$ cat src/pidl_pkg.sv
// Package for the positional insert/delete list.
// Holds request function codes and result status codes; no dependencies.
package pidl_pkg;

    typedef enum logic [2:0] {
        FN_APPEND   = 3'd0,
        FN_INSERT   = 3'd1,
        FN_DEL_LAST = 3'd2,
        FN_DEL_AT   = 3'd3,
        FN_READ     = 3'd4
    } func_t;

    typedef enum logic [1:0] {
        ST_OK    = 2'd0,
        ST_NOPOS = 2'd1,
        ST_FULL  = 2'd2,
        ST_EMPTY = 2'd3
    } status_t;

endpackage

$ cat src/positional_insert_delete_list.sv
// Bounded ordered list with insert, delete and read at a 1-based position.
// Depends on pidl_pkg for function and status codes.
//
//  channel   | direction | handshake             | payload
//  ----------+-----------+-----------------------+--------------------------------
//  request   | in        | start & !busy         | func, position, value
//  result    | out       | done (one-cycle pulse)| status, item_count, read_value
//
// A request is registered at the accepting edge; the next edge updates the list
// and registers the result, and done pulses together with that registered result.
// busy stays low: one request is taken every cycle, each sees all earlier ones.
// Every insert, append or positional delete shifts the cells from its slot up in parallel.
// Reset clears the count and the control flops; cell contents are left as is.
// The receiver cannot stall: each result is shown for exactly one cycle.
module positional_insert_delete_list
    import pidl_pkg::*;
#(
    parameter int DEPTH = 16
)
(
    input  logic               clk,
    input  logic               rst_n,
    input  logic               start,
    output logic               busy,
    input  logic [2:0]         func,
    input  logic [4:0]         position,
    input  logic signed [31:0] value,
    output logic               done,
    output logic [1:0]         status,
    output logic [4:0]         item_count,
    output logic signed [31:0] read_value
);

    localparam int CW   = $clog2(DEPTH + 1);
    localparam int IW   = $clog2(DEPTH);
    localparam int CMPW = ((CW > 5) ? CW : 5) + 1;

    // request register
    logic               req_vld_reg;
    logic [2:0]         func_reg;
    logic [4:0]         pos_reg;
    logic signed [31:0] value_reg;

    // list state
    logic [CW-1:0]      count_reg;
    logic [CW-1:0]      count_next;
    logic signed [31:0] cells_reg  [DEPTH];
    logic signed [31:0] cells_next [DEPTH];

    // result register
    logic               done_reg;
    status_t            status_reg;
    status_t            status_next;
    logic signed [31:0] rd_reg;
    logic signed [31:0] rd_next;

    logic            do_open;
    logic            do_close;
    logic [CMPW-1:0] slot;
    logic [CMPW-1:0] pos_ext;
    logic [CMPW-1:0] cnt_ext;
    logic            is_full;
    logic            is_empty;
    logic            pos_bad_rd;
    logic            pos_bad_ins;

    assign busy = 1'b0;

    always_ff @(posedge clk or negedge rst_n)
    begin
        if (!rst_n)
        begin
            req_vld_reg <= 1'b0;
        end
        else
        begin
            req_vld_reg <= start & ~busy;
        end
    end

    always_ff @(posedge clk)
    begin
        if (start & ~busy)
        begin
            func_reg  <= func;
            pos_reg   <= position;
            value_reg <= value;
        end
    end

    assign pos_ext     = CMPW'(pos_reg);
    assign cnt_ext     = CMPW'(count_reg);
    assign is_full     = (cnt_ext == CMPW'(DEPTH));
    assign is_empty    = (count_reg == '0);
    assign pos_bad_rd  = (pos_reg == '0) || (pos_ext > cnt_ext);
    assign pos_bad_ins = (pos_reg == '0) || (pos_ext > (cnt_ext + CMPW'(1)));

    always_comb
    begin
        status_next = ST_OK;
        rd_next     = '0;
        do_open     = 1'b0;
        do_close    = 1'b0;
        slot        = pos_ext - CMPW'(1);
        count_next  = count_reg;
        case (func_reg)
            FN_APPEND:
            begin
                slot = cnt_ext;
                if (is_full)
                    status_next = ST_FULL;
                else
                    do_open = 1'b1;
            end
            FN_INSERT:
            begin
                if (pos_bad_ins)
                    status_next = ST_NOPOS;
                else if (is_full)
                    status_next = ST_FULL;
                else
                    do_open = 1'b1;
            end
            FN_DEL_LAST:
            begin
                if (is_empty)
                    status_next = ST_EMPTY;
                else
                    count_next = count_reg - CW'(1);
            end
            FN_DEL_AT:
            begin
                if (is_empty)
                    status_next = ST_EMPTY;
                else if (pos_bad_rd)
                    status_next = ST_NOPOS;
                else
                    do_close = 1'b1;
            end
            FN_READ:
            begin
                if (pos_bad_rd)
                    status_next = ST_NOPOS;
                else
                    rd_next = cells_reg[slot[IW-1:0]];
            end
            default:
            begin
                status_next = ST_OK;
            end
        endcase
        if (do_open)
            count_next = count_reg + CW'(1);
        else if (do_close)
            count_next = count_reg - CW'(1);
    end

    // each cell keeps its own value, takes the new value at the slot or its lower
    // neighbor above the slot on insert, or its upper neighbor on delete
    for (genvar i = 0; i < DEPTH; i++)
    begin : g_cell
        always_comb
        begin
            cells_next[i] = cells_reg[i];
            if (do_open)
            begin
                if (CMPW'(i) == slot)
                    cells_next[i] = value_reg;
                else if (CMPW'(i) > slot)
                begin
                    if (i > 0)
                        cells_next[i] = cells_reg[(i > 0) ? i - 1 : 0];
                end
            end
            else if (do_close)
            begin
                if ((CMPW'(i) >= slot) && (i < DEPTH - 1))
                    cells_next[i] = cells_reg[(i < DEPTH - 1) ? i + 1 : i];
            end
        end

        always_ff @(posedge clk)
        begin
            if (req_vld_reg)
                cells_reg[i] <= cells_next[i];
        end
    end

    always_ff @(posedge clk or negedge rst_n)
    begin
        if (!rst_n)
        begin
            count_reg <= '0;
            done_reg  <= 1'b0;
        end
        else
        begin
            done_reg <= req_vld_reg;
            if (req_vld_reg)
                count_reg <= count_next;
        end
    end

    always_ff @(posedge clk)
    begin
        if (req_vld_reg)
        begin
            status_reg <= status_next;
            rd_reg     <= rd_next;
        end
    end

    assign done       = done_reg;
    assign status     = status_reg;
    assign item_count = 5'(count_reg);
    assign read_value = rd_reg;

    a_count_bound: assert property (@(posedge clk) disable iff (!rst_n)
        CMPW'(count_reg) <= CMPW'(DEPTH))
        else $error("list count exceeds depth");

    a_done_follows_req: assert property (@(posedge clk) disable iff (!rst_n)
        req_vld_reg |=> done_reg)
        else $error("registered request produced no result");

    a_no_spurious_done: assert property (@(posedge clk) disable iff (!rst_n)
        !req_vld_reg |=> !done_reg)
        else $error("result strobe without a request");

    a_count_change_ok: assert property (@(posedge clk) disable iff (!rst_n)
        (count_reg != $past(count_reg)) |-> (done_reg && status_reg == ST_OK))
        else $error("count changed without a successful transaction");

    a_full_status: assert property (@(posedge clk) disable iff (!rst_n)
        (done_reg && status_reg == ST_FULL) |-> (CMPW'(count_reg) == CMPW'(DEPTH)))
        else $error("full status reported on a list that is not full");

endmodule

$ cat config.mk
export PLATFORM = sky130hd
export DESIGN_NAME = positional_insert_delete_list
export DESIGN_NICKNAME = d
export VERILOG_FILES = /design/src/pidl_pkg.sv /design/src/positional_insert_delete_list.sv
export SDC_FILE = /design/constraint.sdc
export NUM_CORES = 1
export LEC_CHECK = 0
export BUFFER_PORTS_ARGS = -buffer_cell sky130_fd_sc_hd__buf_4
export CORE_ASPECT_RATIO = 0.9
export CORE_MARGIN = 2
export CORE_UTILIZATION = 45
export CTS_CLUSTER_DIAMETER = 60
export DETAILED_ROUTE_END_ITERATION = 8
export GPL_ROUTABILITY_DRIVEN = 1
export HOLD_SLACK_MARGIN = 0.03
export PLACE_DENSITY_LB_ADDON = 0.15
export RECOVER_POWER = 100
export SYNTH_ARGS = -nofsm -noshare
export SYNTH_HDL_FRONTEND = slang
export SYNTH_SLANG_ARGS = --single-unit
$ cat constraint.sdc
create_clock -name clk -period 8.7 [get_ports clk]
set_input_delay 1.74 -clock clk [delete_from_list [all_inputs] [get_ports clk]]
set_output_delay 1.74 -clock clk [all_outputs]
set_load 0.1 [all_outputs]
==> key figures <==
Run status
  • Run status: finished with violations
  • Failing checks: max-capacitance violations, max-slew violations

Drt
  • Iter 0 DRT Violations: 2477
  • Final WL: 96200 microns
  • Vias per Instance: 6.14
  • DR DRC count: 0
  • Vias: 22.8k
  • WL per Instance: 25.9 microns
  • First drt pass iteration count: 6
  • Antenna-violating nets left: 0

Die
  • Ports: 84
  • Die ar.: 76100 sq um
  • Core area: 73200 sq um
  • Die width: 291 microns
  • Row cnt: 94
  • Die H: 262 microns
  • Starting Density: 45.4%

Cells and area
  • Multi-input gate area: 14300 sq um
  • Register Area: 17800 sq um
  • Max reg flops: 512
  • N_diodes: 0
  • Fillcell total: 6562
  • NumNets Final: 2766
  • Layout Cells excl Fill: 3710
  • Layout area overhead: 8.89%
  • Share of layout cells above drive strength 1: 14.3%

Synth
  • Commonest register cell after synthesis: edfxtp_1
  • Main combinational cell family by area after synthesis: multiplexers
  • Compound-cell area share of the yosys netlist: 9.20%
  • Ys async rst share: 1.18%
  • Seq/Total Area, Yosys: 53.5%
  • XOR/XNOR Fraction of Synth Area: 0.316%
  • Netlist cell types: 70
  • Syn_nets: 2800
  • Synth Cell Area: 33200 sq um
  • Synth Warn #: 0
  • Avg Cell Area, Syn: 12.1 sq um
  • Post-synthesis cell count: 2740
  • Adder-cell share of the synthesized area: 0.662%
  • FF+latch count, synth: 593
  • Mux contribution to synthesized area: 23.7%
  • Number of synthesized flops with an enable pin: 586
  • Post-synthesis simple-gate area fraction: 8.90%

Run
  • Max-cap violations: 30

Critical path
  • CP Capture Type: register
  • Crit path max-delay family: compound AO/OA/AOI/OAI gates
  • Startpoint Class: register
  • Reg2Reg Setup Slack: 1.51 ns
  • Worst Path Max Fanout: 35
  • Worst reg2reg path depth: 10
  • Worst path depth: 10
  • FF-to-FF End: cells_reg[2][0]
  • CP arrival: 7.50 ns
  • Crit path largest cell delay: 2.23 ns
  • CP required: 9.00 ns
  • Worst reg2reg path startpoint: pos_reg[1]
  • CP Class: register to register
  • Crit path cell chain: inv_1 -> ha_1 -> xor2_4 -> clkbuf_1 -> o21ai_4 -> o21ai_2 -> a21oi_1 -> buf_4 -> mux2i_1 -> o21ai_0
  • CP Buf/Inv Count: 3
  • Slowest-stage cell, CP: a21oi_1

GRT
  • Remaining Overflow, GRT: 0
  • Initial antenna violation count: 1
  • Largest net degree at the start of global routing: 178
  • Vias in the first global route: 22.2k
  • GRT Util Overall: 25.4%
  • First-pass GRT wire length: 145000 microns

Timing
  • Final worst path period need: 7.19 ns
  • Worst Max-Slew Pin Slew: 3.55 ns
  • Final setup viols: 0
  • Final Hold Fails: 0
  • Final Slew Violations: 962
  • Setup TNS Final: 0 ns
  • Max Fclk: 0.139 GHz
  • Slew headroom: -137%
  • RSZ-0062 raised after global routing: false
  • Clock Skews: 0.0161 ns
  • Final period utilization: 82.7%

CTS
  • Clock-pin slew on the worst setup and hold paths: 0.06 ns
  • Total CTS buffers: 69
  • # hold bufs at CTS: 0
  • Clk buf depth: 3
  • H-tree depth: 3
  • Clk root buf: clkbuf_16
  • Clock sinks: 593
  • CTS tree: yes
  • Setup repair bufs after CTS: 0
  • Post_cts resized: 0
  • Clock Latency Late Sink: 0.62 ns

Hold path
  • Worst hold path stage count: 2
  • Hold EP: cells_reg[14][7]
  • HP Start: cells_reg[15][7]
  • Worst hold path class: register to register

Power and ir drop
  • NetSw: 2.72 mW
  • P_leak: 14.4 nW
  • Sw frac: 32.0%
  • Worst vdd ir: 0.145 mV
  • Pwr/cell area: 235 nW/um^2
  • Gate power share: 24.1%
  • Seq pwr share: 43.2%
  • Clock power frac: 32.7%
  • Internal Power: 5.79 mW

Placement
  • Number of port buffers: 82
  • GPL Wtd Cong: 0.832
  • Cell count after placement: 3595
  • Post-detail-place hpwl: 54100 microns
-- power by group through the flow --
stage          sequential [mW]  combinational, mW  clock, mW
6_report                  3.68               2.06       2.78
5_1_grt                   3.70               2.25       2.94
4_1_cts                   3.67               2.10       2.83
3_5_place_dp              3.72               2.10          0
3_3_place_gp              3.72               2.05          0
2_1_floorplan             3.80               1.47          0
-- synth_stat cells, drive strengths merged, types with 4 or more instances --
| cell | number | share of area [%] |
|---|---|---|
| xnor2 | 7 | 0.24 |
| a211oi | 4 | 0.14 |
| a31oi | 5 | 0.094 |
| mux4 | 160 | 11 |
| ha | 16 | 0.60 |
| nand3 | 8 | 0.15 |
| clkbuf | 95 | 1.1 |
| mux2i | 389 | 12 |
| a21oi | 141 | 2.2 |
| o211ai | 5 | 0.27 |
| buf | 144 | 2.5 |
| a21o | 5 | 0.11 |
| nand2 | 563 | 6.4 |
| nand2b | 7 | 0.13 |
| nor2b | 32 | 0.60 |
| nor3 | 10 | 0.25 |
| edfxtp | 586 | 53 |
| o21ai | 390 | 5.9 |
| nor2 | 83 | 0.98 |
| mux2 | 34 | 1.2 |
| dfrtp | 7 | 0.53 |
| inv | 13 | 0.15 |
-- metal layers --
layer	wire length [microns]	up-vias	global-route usage, %
met1	42600	11500	36.5
met3	6670	165	3.82
met5	0	-	0
met2	44500	942	40.5
met4	2470	0	6.92
li1	-	10200	-
-- cells in the final DEF (no fill, tap or decap), drive strengths merged, types with 2 or more instances in the layout --
cell and count:
clkinvlp 3, a211o 3, nand2 563, nand3 8, a21o 5, xnor2 7, clkinv 21, dfrtp 7
o211ai 5, nor4 3, a211oi 4, mux2i 389, xor2 2, and3 3, buf 26, o21ai 390
nor3 10, a21oi 141, mux2 34, nor2 83, or2 3, a31oi 5, bufinv 3, a21boi 2
edfxtp 586, mux4 160, clkbuf 192, nand3b 2, nor2b 32, inv 17, ha 16, nand2b 7
-- final cells by class --
class / instances / area share [%]
clock inverters: 31 / 0.740
clock buffers: 84 / 5.04
flip-flops and latches: 593 / 49.1
multi-input cells: 1895 / 39.6
inverters: 13 / 0.156
well taps: 960 / 3.32
repair buffers: 134 / 2.08
-- per-stage QoR --
stage / setup WS (ns) / instance area, sq um / hold WS [ns] / utilization [%] / power [mW]
global placement: 3.40 / 34500 / 0.531 / 47.1 / 5.77
CTS: 3.29 / 36600 / 0.554 / 50.0 / 8.61
detailed placement: 3.29 / 34500 / 0.539 / 47.1 / 5.83
global route: 1.39 / 36200 / 0.594 / 49.5 / 8.89
finish: 1.51 / 36200 / 0.557 / 49.5 / 8.52
floorplan: 2.69 / 33200 / 0.517 / - / 5.28
-- worst max path at each step --
stage          slack [ns]           from                end
2_1_floorplan        2.69  item_count[0]    cells_reg[9][0]
3_3_place_gp         3.40     pos_reg[0]   cells_reg[9][19]
3_5_place_dp         3.29  item_count[0]  cells_reg[13][16]
4_1_cts              3.29  item_count[0]  cells_reg[13][16]
5_1_grt              1.39     pos_reg[1]    cells_reg[2][0]
6_report             1.51     pos_reg[1]    cells_reg[2][0]
-- worst reg2reg max path, delay by kind of cell, from the launching register on --
kind / cells / cell delay, ns
xor+xnor: 1 / 0.20
compound gates: 4 / 3.42
fa+ha+maj: 1 / 0.29
mux: 1 / 0.26
flops: 1 / 0.53
buf+inv: 3 / 2.19
-- cells by family (layout without fill, tap and decap cells) --
group / count (synthesis) / after routing
AOI/OAI and AO/OA: 565 / 565
xor gates and xnor gates: 9 / 9
muxes: 583 / 583
buffers and inverters: 252 / 262
adders and majority gates: 17 / 17
other: 1 / 1
DFF: 593 / 593
and+or+nand+nor: 720 / 720
No activity file was read; power rests on OpenSTA's default activity.
